<file path="src/hdl/assert_macros.svh">
// ----------------------------------------------------------------------------
// assert_macros.svh
// Concurrent assertion helpers, clocked on clk and disabled during reset
// ----------------------------------------------------------------------------
`ifndef ASSERT_MACROS_SVH
`define ASSERT_MACROS_SVH
`ifndef SYNTHESIS
// property holds at every clock edge out of reset
`define ASSERT_ALWAYS(lbl, prop, msg) \
    lbl: assert property (@(posedge clk) disable iff (!rst_n) (prop)) else $error(msg);
// antecedent in any cycle implies consequent in the same cycle
`define ASSERT_IMPLY(lbl, ante, cons, msg) \
    lbl: assert property (@(posedge clk) disable iff (!rst_n) (ante) |-> (cons)) \
        else $error(msg);
`else
`define ASSERT_ALWAYS(lbl, prop, msg)
`define ASSERT_IMPLY(lbl, ante, cons, msg)
`endif
`endif

</file>
<file path="src/hdl/ptc_pkg.sv">
// ----------------------------------------------------------------------------
// ptc_pkg
// Shared types, constants and arithmetic helpers for the compensation block
// ----------------------------------------------------------------------------
package ptc_pkg;

    localparam logic [31:0] FINE_OFFSET  = 32'd64000;
    localparam logic [31:0] PRES_FULL    = 32'd1048576;
    localparam logic [31:0] PRES_SCALE   = 32'd3125;
    localparam logic [31:0] P1_BIAS      = 32'd32768;
    localparam logic [31:0] TEMP_ROUND   = 32'd128;
    localparam logic [31:0] SIGN_BIT     = 32'h8000_0000;

    localparam int DIV_STEPS = 32;

    // register indexes of the configuration port
    localparam logic [1:0] REG_CAL_TEMP      = 2'd0;
    localparam logic [1:0] REG_CAL_PRES_LOW  = 2'd1;
    localparam logic [1:0] REG_CAL_PRES_HIGH = 2'd2;
    localparam logic [1:0] REG_CAL_PRES_NINE = 2'd3;

    // calibration coefficients, widened to 32 bits
    typedef struct packed {
        logic [31:0] t1;
        logic [31:0] t2;
        logic [31:0] t3;
        logic [31:0] p1;
        logic [31:0] p2;
        logic [31:0] p3;
        logic [31:0] p4;
        logic [31:0] p5;
        logic [31:0] p6;
        logic [31:0] p7;
        logic [31:0] p8;
        logic [31:0] p9;
    } ptc_coef_t;

    // work handed from the front to the divider side
    typedef struct packed {
        logic [31:0] temp;
        logic [31:0] fine;
        logic [31:0] dividend;
        logic [31:0] divisor;
        logic        dbl;
        logic        invalid;
    } ptc_item_t;

    // one stage of the restoring divider
    typedef struct packed {
        logic [31:0] rem;
        logic [31:0] dq;
        logic [31:0] divisor;
        logic [31:0] temp;
        logic [31:0] fine;
        logic        dbl;
        logic        invalid;
    } ptc_div_t;

    // queue status seen by the top level
    typedef struct packed {
        logic full;
        logic empty;
    } ptc_qstat_t;

    function automatic logic [31:0] mul32(input logic [31:0] a, input logic [31:0] b);
        logic [63:0] prod;
        prod = a * b;
        return prod[31:0];
    endfunction

    function automatic logic [31:0] asr(input logic [31:0] x, input int unsigned s);
        return 32'($signed(x) >>> s);
    endfunction

    function automatic logic [31:0] sext16(input logic [15:0] v);
        return {{16{v[15]}}, v};
    endfunction

    // one quotient bit of an unsigned restoring division
    function automatic ptc_div_t div_step(input ptc_div_t s);
        ptc_div_t    r;
        logic [32:0] trial;
        logic [32:0] diff;
        r     = s;
        trial = {s.rem, s.dq[31]};
        diff  = trial - {1'b0, s.divisor};
        if (!diff[32])
        begin
            r.rem = diff[31:0];
            r.dq  = {s.dq[30:0], 1'b1};
        end
        else
        begin
            r.rem = trial[31:0];
            r.dq  = {s.dq[30:0], 1'b0};
        end
        return r;
    endfunction

endpackage

</file>
<file path="src/hdl/ptc_queue.sv">
// ----------------------------------------------------------------------------
// ptc_queue
// Short register queue between the front and the divider side
// ----------------------------------------------------------------------------
module ptc_queue
    import ptc_pkg::*;
#(
    parameter int DEPTH = 4
)
(
    input  logic       clk,
    input  logic       rst_n,
    input  logic       push,
    input  ptc_item_t  push_item,
    output logic       push_ready,
    input  logic       pop,
    output ptc_item_t  pop_item,
    output ptc_qstat_t stat
);

    localparam int PW = (DEPTH > 1) ? $clog2(DEPTH) : 1;
    localparam int CW = $clog2(DEPTH + 1);

    ptc_item_t     mem [DEPTH];
    logic [PW-1:0] wr_ptr_reg, rd_ptr_reg;
    logic [CW-1:0] count_reg;
    logic          do_push, do_pop;

    assign stat.full  = (count_reg == CW'(DEPTH));
    assign stat.empty = (count_reg == '0);
    assign push_ready = !stat.full;
    assign do_push    = push && !stat.full;
    assign do_pop     = pop && !stat.empty;
    assign pop_item   = mem[rd_ptr_reg];

    // storage
    always_ff @(posedge clk)
    begin
        if (do_push)
            mem[wr_ptr_reg] <= push_item;
    end

    // pointers and fill count
    always_ff @(posedge clk or negedge rst_n)
    begin
        if (!rst_n)
        begin
            wr_ptr_reg <= '0;
            rd_ptr_reg <= '0;
            count_reg  <= '0;
        end
        else
        begin
            if (do_push)
                wr_ptr_reg <= (wr_ptr_reg == PW'(DEPTH - 1)) ? '0 : wr_ptr_reg + 1'b1;
            if (do_pop)
                rd_ptr_reg <= (rd_ptr_reg == PW'(DEPTH - 1)) ? '0 : rd_ptr_reg + 1'b1;
            if (do_push && !do_pop)
                count_reg <= count_reg + 1'b1;
            else if (do_pop && !do_push)
                count_reg <= count_reg - 1'b1;
        end
    end

endmodule

</file>
<file path="config.mk">
export PLATFORM = sky130hd
export DESIGN_NAME = ptc_queue
export DESIGN_NICKNAME = d
export VERILOG_FILES = /design/src/hdl/assert_macros.svh /design/src/hdl/ptc_pkg.sv /design/src/hdl/ptc_queue.sv
export SDC_FILE = /design/constraint.sdc
export NUM_CORES = 1
export LEC_CHECK = 0
export BUFFER_PORTS_ARGS = -buffer_cell sky130_fd_sc_hd__clkbuf_2
export CORE_UTILIZATION = 25
export DETAILED_ROUTE_END_ITERATION = 8
export GPL_TIMING_DRIVEN = 0
export MAX_ROUTING_LAYER = met4
export PLACE_DENSITY_LB_ADDON = 0.05
export RECOVER_POWER = 50
export SLEW_MARGIN = 20
export SYNTH_ARGS = -nofsm -noshare
export SYNTH_HDL_FRONTEND = slang
export SYNTH_SLANG_ARGS = --single-unit
</file>
<file path="constraint.sdc">
create_clock -name clk -period 2.55 [get_ports clk]
set_input_delay 0.51 -clock clk [delete_from_list [all_inputs] [get_ports clk]]
set_output_delay 0.51 -clock clk [all_outputs]
set_load 0.01 [all_outputs]
</file>
Yosys cells after proc, flatten, opt, wreduce, memory -nomap -nowiden
Memories as Yosys holds them, arrays and structs flattened.
Index checks and enable logic that the tools add are counted.
{"block": "totals", "register_bits": 7, "latchBits": 0, "ramBits": 520, "mem_bits_ro": 0, "input_bits": 134, "output_inout_bits": 133, "word_cells": 27, "n_memories": 1}
{"block": "op_classes", "n_addsub": 4, "multipliers": 0, "div": 0, "n_lt_le_gt_ge": 0, "eq_ne": 3, "shift": 0, "n_mux": 6, "bitwise_logic": 0, "reduce_logical": 10}
{"memory": "mem", "depth": 4, "word_bits": 130, "rd": 1, "rd_clocked_by_memory_dff": 0, "write_ports": 1, "line_no": "ptc_queue.sv:24", "rtl": "ptc_item_t mem [DEPTH];"}
{"cell": "$mux 3", "count": 2}
{"cell": "$add 2x1->2 const B", "count": 2}
{"cell": "$eq 2x2->1 const B", "count": 2}
{"cell": "$logic_and 1x1->1", "count": 4}
{"cell": "$logic_not 1->1", "count": 4}
{"cell": "$mux 2", "count": 2}
{"cell": "$add 3x1->3 const B", "count": 1}
{"cell": "$eq 3x3->1 const B", "count": 1}
{"cell": "$logic_not 3->1", "count": 1}
{"cell": "$sub 3x1->3 const B", "count": 1}
{"cell": "$mux 1", "count": 2}
{"cell": "$reduce_bool 2->1", "count": 1}

Longest topological paths before layout
Gate-level depths: netlist of the first run.
{"block": "depth", "ltp_word": 7, "ltp_mapped": 9, "mapped_depth_nobuf": 8}

Worst setup path before layout of the first run
OpenSTA, ideal clock, no wires.
{"block": "synth_timing", "path_kind": "flip-flop to flip-flop", "startpoint": "register count_reg[2]", "endpoint": "memory mem[0][0] (netlist name), enable pin", "setup_ps": 432, "arrival_time_ps": 2322, "required_ps": 2118, "setup_slack_ps": -203, "path_stages_with_launch": 4, "path_buffers": 1, "synth_period_minus_slack_ps": 2753, "cell_sequence": "dfrtp_1 -> or3b_1 -> buf_6 -> and3_2"}
{"block": "synth_via", "elab_chain_cells": 5}
{"element": "from (decl)", "line_no": "ptc_queue.sv:26", "rtl": "logic [CW-1:0] count_reg;"}
{"element": "from (signal assigned)", "line_no": "ptc_queue.sv:59", "rtl": "count_reg <= count_reg + 1'b1;"}
{"element": "from (signal assigned)", "line_no": "ptc_queue.sv:61", "rtl": "count_reg <= count_reg - 1'b1;"}
{"element": "$eq 3x3->1", "line_no": "ptc_queue.sv:29", "rtl": "assign stat.full = (count_reg == CW'(DEPTH));"}
{"element": "$logic_not 1->1"}
{"element": "via push_ready", "line_no": "ptc_queue.sv:15", "rtl": "output logic push_ready,"}
{"element": "$logic_and 1x1->1", "line_no": "ptc_queue.sv:32", "rtl": "assign do_push = push && !stat.full;"}
{"element": "$mux 1", "line_no": "ptc_queue.sv:39", "rtl": "if (do_push)"}
{"element": "$mux 1 (implied by the code)", "line_no": "ptc_queue.sv:40", "rtl": "mem[wr_ptr_reg] <= push_item;"}
{"element": "to (decl)", "line_no": "ptc_queue.sv:24"}
The timed path passes the listed nets, and every way through them passes these cells.

==> flow_summary.json, run 1 <==
{
  "status": "finished with violations",
  "violations": "negative setup slack",
  "seq_area_frac_synth_pct": 82.4,
  "cts_tree": "yes",
  "wl_um": 46400,
  "syn_nets": 859,
  "clkSlewWorstSetupHoldPaths_ns": 0.06,
  "hpwl_um": 28800,
  "dieHeight_um": 279,
  "syn_area_um2": 19200,
  "synth.avg_cell_area_um2": 26.7,
  "start_util_pct": 25.3,
  "setup_viol": 130,
  "arrival_ns": 2.14,
  "vias_per_cell": 4.15,
  "post_layout_nonfiller_instances": 2111,
  "row_count": 101,
  "antenna_found_initial": 6,
  "critPathTopFamily": "buffers and inverters",
  "core_area_um2": 75800,
  "stdcell_area_um2": 24700,
  "relSlewSlack_pct": 54.3,
  "cp_num_buf_inv": 4,
  "drive_above_1_share_pct": 36.6,
  "grt_usage_pct": 12.3,
  "r2r-start": "count_reg[0]$_DFFE_PN0P_",
  "register_area_um2": 15800,
  "crit_required_ns": 2.04,
  "tightestPinTransition_ns": 0.685,
  "critPathSlowestCell": "mux4_2",
  "crit_path_max_incr_delay_ns": 0.51,
  "multi_input_comb_area_um2": 3200,
  "syn-instance-count": 718,
  "hold_viol_final": 0,
  "yosysWarnings": 0,
  "num_vias": 8752,
  "fin_crit_sh_pct": 104,
  "finalClockSkew_ns": 0.0199,
  "place_area_um2": 22100,
  "nets": 1218,
  "finalCriticalPeriod_ns": 2.65,
  "cts_made_buffers": 66,
  "gp_congestion": 0.672,
  "crit_path_end_kind": "output pin",
  "ys_seq_elements": 527,
  "area_growth_pct": 29.1,
  "wl_per_cell_um": 22.0,
  "hold_start": "push_item[127]",
  "port_buffers": 266,
  "ant_nets": 0,
  "clock-sinks": 527,
  "grt_max_degree": 40,
  "dr.pass1.iters": 6,
  "critPathLaunchType": "flip-flop",
  "cts_buffer_depth": 3,
  "cts.htree.levels": 3,
  "fmax_mhz": 377,
  "worstPathMaxFanout": 7,
  "rsz0062_at_grt": "true",
  "die_x_um": 279,
  "final_cell_mix": "edfxtp_1 (520), clkbuf_1 (146), mux4_2 (130)",
  "cts_root_buffer": "clkbuf_16",
  "fin_ws_ns": -0.103,
  "peakVddDrop_v": 0.000454,
  "grt_overflow": 0,
  "clk_latency_ns": 0.59,
  "dp.cells": 1975,
  "drc": 0,
  "critPathKind": "flip-flop to output pin",
  "final_common_cell": "edfxtp_1",
  "fillers": 7260,
  "hp-class": "input pin to flip-flop",
  "worstSetupStartpoint": "rd_ptr_reg[0]$_DFFE_PN0P_",
  "grt_pass1_vias": 9621,
  "holdWs_ns": 0.168,
  "crit_chain": "buf_8 > buf_12 > clkbuf_16 > mux4_2 > buf_6",
  "synth_cell_types": 22,
  "regToRegSetupSlack_ns": 0.24,
  "report.final.slew_viol_count": 0,
  "p_leak_uw": 0.00805,
  "grt_pass1_wl_um": 66900,
  "largest_reg_flops": 520,
  "io_pins": 267,
  "first_iter_violations": 410,
  "powerDensity_nw_per_um2": 1230,
  "die_area_um2": 77700,
  "cap_violations": 0
}
## where the power goes
group	internal, µW	leakage, µW	switching, µW
combinational	4900	0.00223	5070
clock	5110	0.000980	3670
sequential	11400	0.00485	340
## final cells by class
type | count | share of cell area [%]
Sequential cell | 527 | 63.8
Multi-Input combinational cell | 156 | 12.9
Timing Repair Buffer | 291 | 8.04
Clock buffer | 81 | 6.91
Tap cell | 978 | 4.95
Buffer | 31 | 1.85
Clock inverter | 37 | 1.36
Inverter | 4 | 0.0607
Antenna cell | 6 | 0.0607
## logic make-up after synthesis
family	synth area share [%]
AOI/OAI and AO/OA	0.0784
xor gates and xnor gates	0.137
adders and majority gates	0.496
buffers and inverters	0.954
DFF	82.4
muxes	15.6
and+or+nand+nor	0.340
## cell usage after synthesis
| master | n | area [µm²] |
|---|---|---|
| inv_1 | 4 | 15.0 |
| nor2_1 | 2 | 7.51 |
| and3_2 | 4 | 30.0 |
| and2_4 | 1 | 8.76 |
| xor2_1 | 2 | 17.5 |
| buf_4 | 8 | 60.1 |
| clkbuf_1 | 5 | 18.8 |
| edfxtp_1 | 520 | 15600 |
| fa_1 | 1 | 20.0 |
| buf_1 | 6 | 22.5 |
| buf_2 | 11 | 55.1 |
| buf_6 | 1 | 11.3 |
| or3b_1 | 1 | 8.76 |
| nor3_1 | 2 | 10.0 |
| a21o_1 | 1 | 7.51 |
| dfrtp_1 | 7 | 175 |
| mux2_2 | 2 | 22.5 |
| o31ai_1 | 1 | 7.51 |
| ha_1 | 6 | 75.1 |
| mux2_4 | 2 | 30.0 |
| mux4_2 | 130 | 2930 |
| xnor2_1 | 1 | 8.76 |
## layer usage
metal | track usage (%) | up-vias | routed length (µm)
met5 | - | - | 0
met4 | 4.65 | 0 | 1370
met3 | 4.13 | 92 | 3150
met2 | 19.5 | 209 | 22500
met1 | 14.4 | 4586 | 19400
li1 | - | 3865 | -
## through the flow
stage / TNS, ns / setup slack (ns) / total power (µW) / utilization, %
after floorplan: -105.67 / -0.203 / 16900 / -
after global placement: -1045.62 / -2.06 / 20800 / 28.6
after detailed placement: -16.37 / -0.358 / 20900 / 29.1
after CTS: -21.92 / -0.215 / 30600 / 32.3
after global routing: -22.91 / -0.213 / 32100 / 32.6
final: -9.05 / -0.103 / 30500 / 32.6
## final timing paths
path	end	cells past startpoint
max	pop_item[41]	5
max reg2reg	mem[3][66]$_DFFE_PP_	5
max in group asynchronous	wr_ptr_reg[0]$_DFFE_PN0P_	2
min in group asynchronous	wr_ptr_reg[1]$_DFFE_PN0P_	2
min reg2reg	count_reg[2]$_DFFE_PN0P_	1
min	mem[1][127]$_DFFE_PP_	1
## repair_timing
| action | in CTS | in global routing |
|---|---|---|
| hold buffers | 1 | 0 |
| buffers inserted | 3 | 1 |
| gates cloned | 2 | 5 |
| resized for setup | 91 | 124 |
| hold endpoints to repair | 7 | 0 |
| endpoints found under the setup margin | 130 | 130 |
(Power assumes the default switching activity.)
==> run 2, diff against run 1 <==
--- a/config.mk
+++ b/config.mk
@@ -6,6 +6,7 @@
 export NUM_CORES = 1
 export LEC_CHECK = 0
 export BUFFER_PORTS_ARGS = -buffer_cell sky130_fd_sc_hd__clkbuf_2
+export CORE_MARGIN = 2
 export CORE_UTILIZATION = 25
 export DETAILED_ROUTE_END_ITERATION = 8
 export GPL_TIMING_DRIVEN = 0
==> flow_summary.json, run 2 (synthesis gave the netlist of run 1 again) <==
{
  "die_x_um": 281,
  "hold-path-endpoint": "mem[1][45]$_DFFE_PP_",
  "nets": 1212,
  "clock-sinks": 527,
  "powerDensity_nw_per_um2": 1210,
  "port_buffers": 266,
  "critPathLaunchType": "flip-flop",
  "num_vias": 8756,
  "clk_latency_ns": 0.62,
  "place_area_um2": 22100,
  "hold_viol_final": 0,
  "grt_usage_pct": 12.1,
  "p_leak_uw": 0.00795,
  "drive_above_1_share_pct": 36.5,
  "regToRegSetupSlack_ns": 0.20,
  "fillers": 7281,
  "grt_max_degree": 39,
  "cts.htree.levels": 2,
  "fmax_mhz": 374,
  "crit_path_max_incr_delay_ns": 0.51,
  "io_pins": 267,
  "crit_path_end_kind": "output pin",
  "wl_per_cell_um": 21.5,
  "violations": "negative setup slack",
  "grt_pass1_wl_um": 66900,
  "hpwl_um": 28800,
  "worstPathMaxFanout": 5,
  "die_area_um2": 78800,
  "row_count": 101,
  "vias_per_cell": 4.06,
  "grt_pass1_vias": 9529,
  "cap_violations": 0,
  "antenna_found_initial": 6,
  "clkSlewWorstSetupHoldPaths_ns": 0.06,
  "hp-class": "input pin to flip-flop",
  "rr_worst_depth": 5,
  "peakVddDrop_v": 0.000638,
  "crit_top_cell": "buf_6",
  "dp_worst_setup_slack_ns": -0.305,
  "stdcell_area_um2": 24500,
  "fin_ws_ns": -0.123,
  "cts_made_buffers": 61,
  "area_growth_pct": 27.8,
  "final_common_cell": "edfxtp_1",
  "status": "finished with violations",
  "tightestPinTransition_ns": 0.658,
  "cts_tree": "yes",
  "first_iter_violations": 476,
  "crit_required_ns": 2.04,
  "hold_depth": 1,
  "finalCriticalPeriod_ns": 2.67,
  "critPathKind": "flip-flop to output pin",
  "report.final.slew_viol_count": 0,
  "wl_um": 46500,
  "dieHeight_um": 281,
  "ant_nets": 0,
  "gp_congestion": 0.667,
  "hold_start": "push_item[45]",
  "finalClockSkew_ns": 0.0187,
  "relSlewSlack_pct": 55.8,
  "start_util_pct": 25.2,
  "rr_endpoint": "mem[0][35]$_DFFE_PP_",
  "r2r-start": "count_reg[0]$_DFFE_PN0P_",
  "final_cell_mix": "edfxtp_1 (520), clkbuf_1 (144), mux4_2 (130)",
  "fin_crit_sh_pct": 105,
  "drc": 0,
  "setup_viol": 130,
  "crit_chain": "buf_6 > buf_16 > buf_12 > buf_6 > mux4_2 > buf_8",
  "grt_overflow": 0,
  "cts_buffer_depth": 3,
  "critPathSlowestCell": "mux4_2",
  "rsz0062_at_grt": "true",
  "arrival_ns": 2.16,
  "cts_root_buffer": "clkbuf_16",
  "largest_reg_flops": 520,
  "dr.pass1.iters": 4,
  "core_area_um2": 75900
}
run 2: what timing repair did:
item	in CTS	in global routing
pin swaps	0	0
cloned	3	1
hold endpoints to repair	7	0
hold buffers	1	0
gates resized for setup	92	43
endpoints found under the setup margin	130	130
buffers inserted	6	0
run 2: how the worst max path moves through the flow:
stage                                    startpoint                   end
after floorplan            count_reg[2]$_DFFE_PN0P_   mem[0][0]$_DFFE_PP_
after global placement     count_reg[0]$_DFFE_PN0P_  mem[3][32]$_DFFE_PP_
after detailed placement  rd_ptr_reg[1]$_DFFE_PN0P_          pop_item[42]
after CTS                 rd_ptr_reg[0]$_DFFE_PN0P_          pop_item[49]
after global routing      rd_ptr_reg[0]$_DFFE_PN0P_           pop_item[6]
final                     rd_ptr_reg[0]$_DFFE_PN0P_         pop_item[119]
run 2: final cells by class:
| type | instances | area [µm²] | area share (%) |
|---|---|---|---|
| clock inverters | 40 | 339 | 1.39 |
| inverters | 4 | 15.0 | 0.0613 |
| clock buffers | 75 | 1600 | 6.54 |
| repair buffers | 290 | 1780 | 7.26 |
| flip-flops and latches | 527 | 15800 | 64.5 |
| plain buffers | 31 | 457 | 1.87 |
| well taps | 1030 | 1290 | 5.26 |
| diodes | 6 | 15.0 | 0.0613 |
| multi-input cells | 156 | 3200 | 13.1 |
run 2: per-stage QoR:
stage          hold WS, ns  utilization, %  instances  TNS [ns]  total power, µW
6_report             0.145            32.2       2159     -9.23            29700
3_5_place_dp         0.372            29.1       2028    -15.90            20900
4_1_cts             0.0541            32.3       2153    -22.46            30500
2_1_floorplan        0.214               -        718   -105.67            16900
3_3_place_gp         0.366            28.7       2014  -1065.22            20900
5_1_grt              0.125            32.2       2159    -23.14            31400
run 2: power breakdown:
part	leakage [µW]	internal [µW]	switching, µW
clock	0.000950	5020	3380
combinational	0.00215	4520	5020
sequential	0.00485	11400	347
total	0.00795	21000	8750
run 2: layer usage:
metal  GRT usage [%]  up-vias  wire length (µm)
li1                -     3846                 -
met1            14.3     4639             19400
met2            20.0      192             23400
met3            3.12       79              2400
met4            4.04        0              1180
met5               -        -                 0
run 2: critical path: cells and delay by family, from the launching register on:
kind	cells	cell delay [ns]
buffers and inverters	5	0.69
DFF	1	0.36
muxes	1	0.51
==> run 3, diff against run 2 <==
--- a/config.mk
+++ b/config.mk
@@ -6,12 +6,14 @@
 export NUM_CORES = 1
 export LEC_CHECK = 0
 export BUFFER_PORTS_ARGS = -buffer_cell sky130_fd_sc_hd__clkbuf_2
+export CELL_PAD_IN_SITES_DETAIL_PLACEMENT = 0
+export CELL_PAD_IN_SITES_GLOBAL_PLACEMENT = 1
 export CORE_MARGIN = 2
 export CORE_UTILIZATION = 25
 export DETAILED_ROUTE_END_ITERATION = 8
 export GPL_TIMING_DRIVEN = 0
 export MAX_ROUTING_LAYER = met4
-export PLACE_DENSITY_LB_ADDON = 0.05
+export PLACE_DENSITY_LB_ADDON = 0.1
 export RECOVER_POWER = 50
 export SLEW_MARGIN = 20
 export SYNTH_ARGS = -nofsm -noshare
==> flow_summary.json, run 3 (synthesis gave the netlist of run 1 again) <==
{
  "status": "finished with violations",
  "violations": "negative setup slack",
  "cts_tree": "yes",
  "cts_made_buffers": 58,
  "multi_input_comb_area_um2": 3200,
  "p_leak_uw": 0.00808,
  "fin_ws_ns": -0.207,
  "num_vias": 8790,
  "tightestPinTransition_ns": 0.662,
  "drc": 0,
  "regToRegSetupSlack_ns": -0.03,
  "largest_reg_flops": 520,
  "grt_max_degree": 38,
  "report.final.slew_viol_count": 0,
  "arrival_ns": 2.25,
  "grt_pass1_vias": 9377,
  "relSlewSlack_pct": 55.9,
  "cts_root_buffer": "clkbuf_16",
  "rr_worst_depth": 5,
  "combPwrFrac_pct": 34.6,
  "r2r-start": "count_reg[0]$_DFFE_PN0P_",
  "finalClockSkew_ns": 0.0132,
  "cts_buffer_depth": 3,
  "p_total_uw": 30400,
  "port_buffers": 266,
  "final_cell_mix": "edfxtp_1 (520), clkbuf_1 (143), mux4_2 (130)",
  "dr.pass1.iters": 6,
  "area_growth_pct": 29.7,
  "place_area_um2": 22100,
  "gp_congestion": 0.653,
  "rr_endpoint": "mem[0][47]$_DFFE_PP_",
  "clock-sinks": 527,
  "powerDensity_nw_per_um2": 1220,
  "p_int_uw": 21500,
  "row_count": 101,
  "seq_power_share_pct": 38.6,
  "cap_violations": 0,
  "start_util_pct": 25.2,
  "setup_viol": 145,
  "ant_nets": 0,
  "die_x_um": 281,
  "antenna_found_initial": 2,
  "crit_required_ns": 2.04,
  "hp-class": "input pin to flip-flop",
  "clkSlewWorstSetupHoldPaths_ns": 0.06,
  "peakVddDrop_v": 0.000538,
  "switchingPower_uw": 8970,
  "grt_pass1_wl_um": 67300,
  "finalCriticalPeriod_ns": 2.76,
  "dieHeight_um": 281,
  "grt_overflow": 0,
  "fmax_mhz": 363,
  "final_common_cell": "edfxtp_1",
  "swShare_pct": 29.5,
  "critPathLaunchType": "flip-flop",
  "vias_per_cell": 4.08,
  "stdcell_area_um2": 24800,
  "crit_path_end_kind": "output pin",
  "io_pins": 267,
  "hold_start": "push_item[59]",
  "register_area_um2": 15800,
  "cts.htree.levels": 2,
  "drive_above_1_share_pct": 37.1,
  "fin_crit_sh_pct": 108,
  "die_area_um2": 78800,
  "hold_viol_final": 0,
  "dp.cells": 2027,
  "wl_per_cell_um": 21.7,
  "postLayoutCoreUtil_pct": 32.7,
  "hold_depth": 1,
  "p_clk_share_pct": 26.7,
  "hpwl_um": 29000,
  "nets": 1220,
  "setup_tns_ns": -15.78,
  "hold-path-endpoint": "mem[3][59]$_DFFE_PP_",
  "fillers": 7269,
  "core_area_um2": 75900,
  "critPathKind": "flip-flop to output pin",
  "first_iter_violations": 557,
  "wl_um": 46800,
  "post_layout_nonfiller_instances": 2157,
  "grt_usage_pct": 12.1,
  "worstPathMaxFanout": 10,
  "rsz0062_at_grt": "true",
  "clk_latency_ns": 0.61
}
-- run 3: power groups by stage --
stage | Clock [µW] | Sequential [µW] | Combinational, µW
floorplan | 0 | 11900 | 4980
global placement | 0 | 12200 | 8640
detailed placement | 0 | 12000 | 9020
CTS | 8490 | 11800 | 10600
global route | 8810 | 11900 | 11400
finish | 8130 | 11800 | 10500
-- run 3: through the flow --
stage	hold WS [ns]	setup slack (ns)
floorplan	0.214	-0.203
global placement	0.379	-2.07
detailed placement	0.382	-0.317
CTS	0.0422	-0.296
global route	0.124	-0.334
finish	0.149	-0.207
-- run 3: metal layers --
layer / global-route usage (%) / vias to the layer above / share of wire (%)
met3: 3.00 / 65 / 5.6
met1: 15.5 / 4674 / 43
met4: 3.29 / 0 / 2.0
met5: - / - / 0
met2: 19.2 / 194 / 50
li1: - / 3857 / -
-- run 3: final cells by class --
cell class / count / area share [%]
antenna: 2 / 0.0201
clock buffer: 70 / 6.11
clock inverter: 36 / 1.41
multi-input combinational: 157 / 12.9
tap: 1030 / 5.19
sequential: 527 / 63.5
timing repair buffer: 301 / 9.01
buffer: 30 / 1.76
inverter: 4 / 0.0604
-- run 3: worst max-delay path: stages, from the launching register on --
cell      delay, ns
dfrtp_1        0.38
buf_8          0.14
buf_6          0.10
buf_12         0.15
buf_12         0.17
mux4_2         0.52
clkbuf_2       0.16
-- run 3: timing repair --
item / 4_1_cts / 5_1_grt
cloned: 9 / 2
endpoints found under the hold margin: 7 / 0
pin swaps: 0 / 1
setup endpoints to repair: 130 / 140
hold buffers: 1 / 0
buffers inserted: 14 / 1
resized for setup: 127 / 108
-- run 3: how the worst max path moves through the flow --
stage	startpoint	endpoint	slack (ns)	cells after the start
after floorplan	count_reg[2]$_DFFE_PN0P_	mem[0][0]$_DFFE_PP_	-0.20	3
after global placement	count_reg[0]$_DFFE_PN0P_	mem[3][65]$_DFFE_PP_	-2.07	3
after detailed placement	rd_ptr_reg[1]$_DFFE_PN0P_	pop_item[101]	-0.32	5
after CTS	rd_ptr_reg[0]$_DFFE_PN0P_	pop_item[51]	-0.30	6
after global routing	rd_ptr_reg[0]$_DFFE_PN0P_	pop_item[99]	-0.33	6
final	rd_ptr_reg[0]$_DFFE_PN0P_	pop_item[51]	-0.21	6
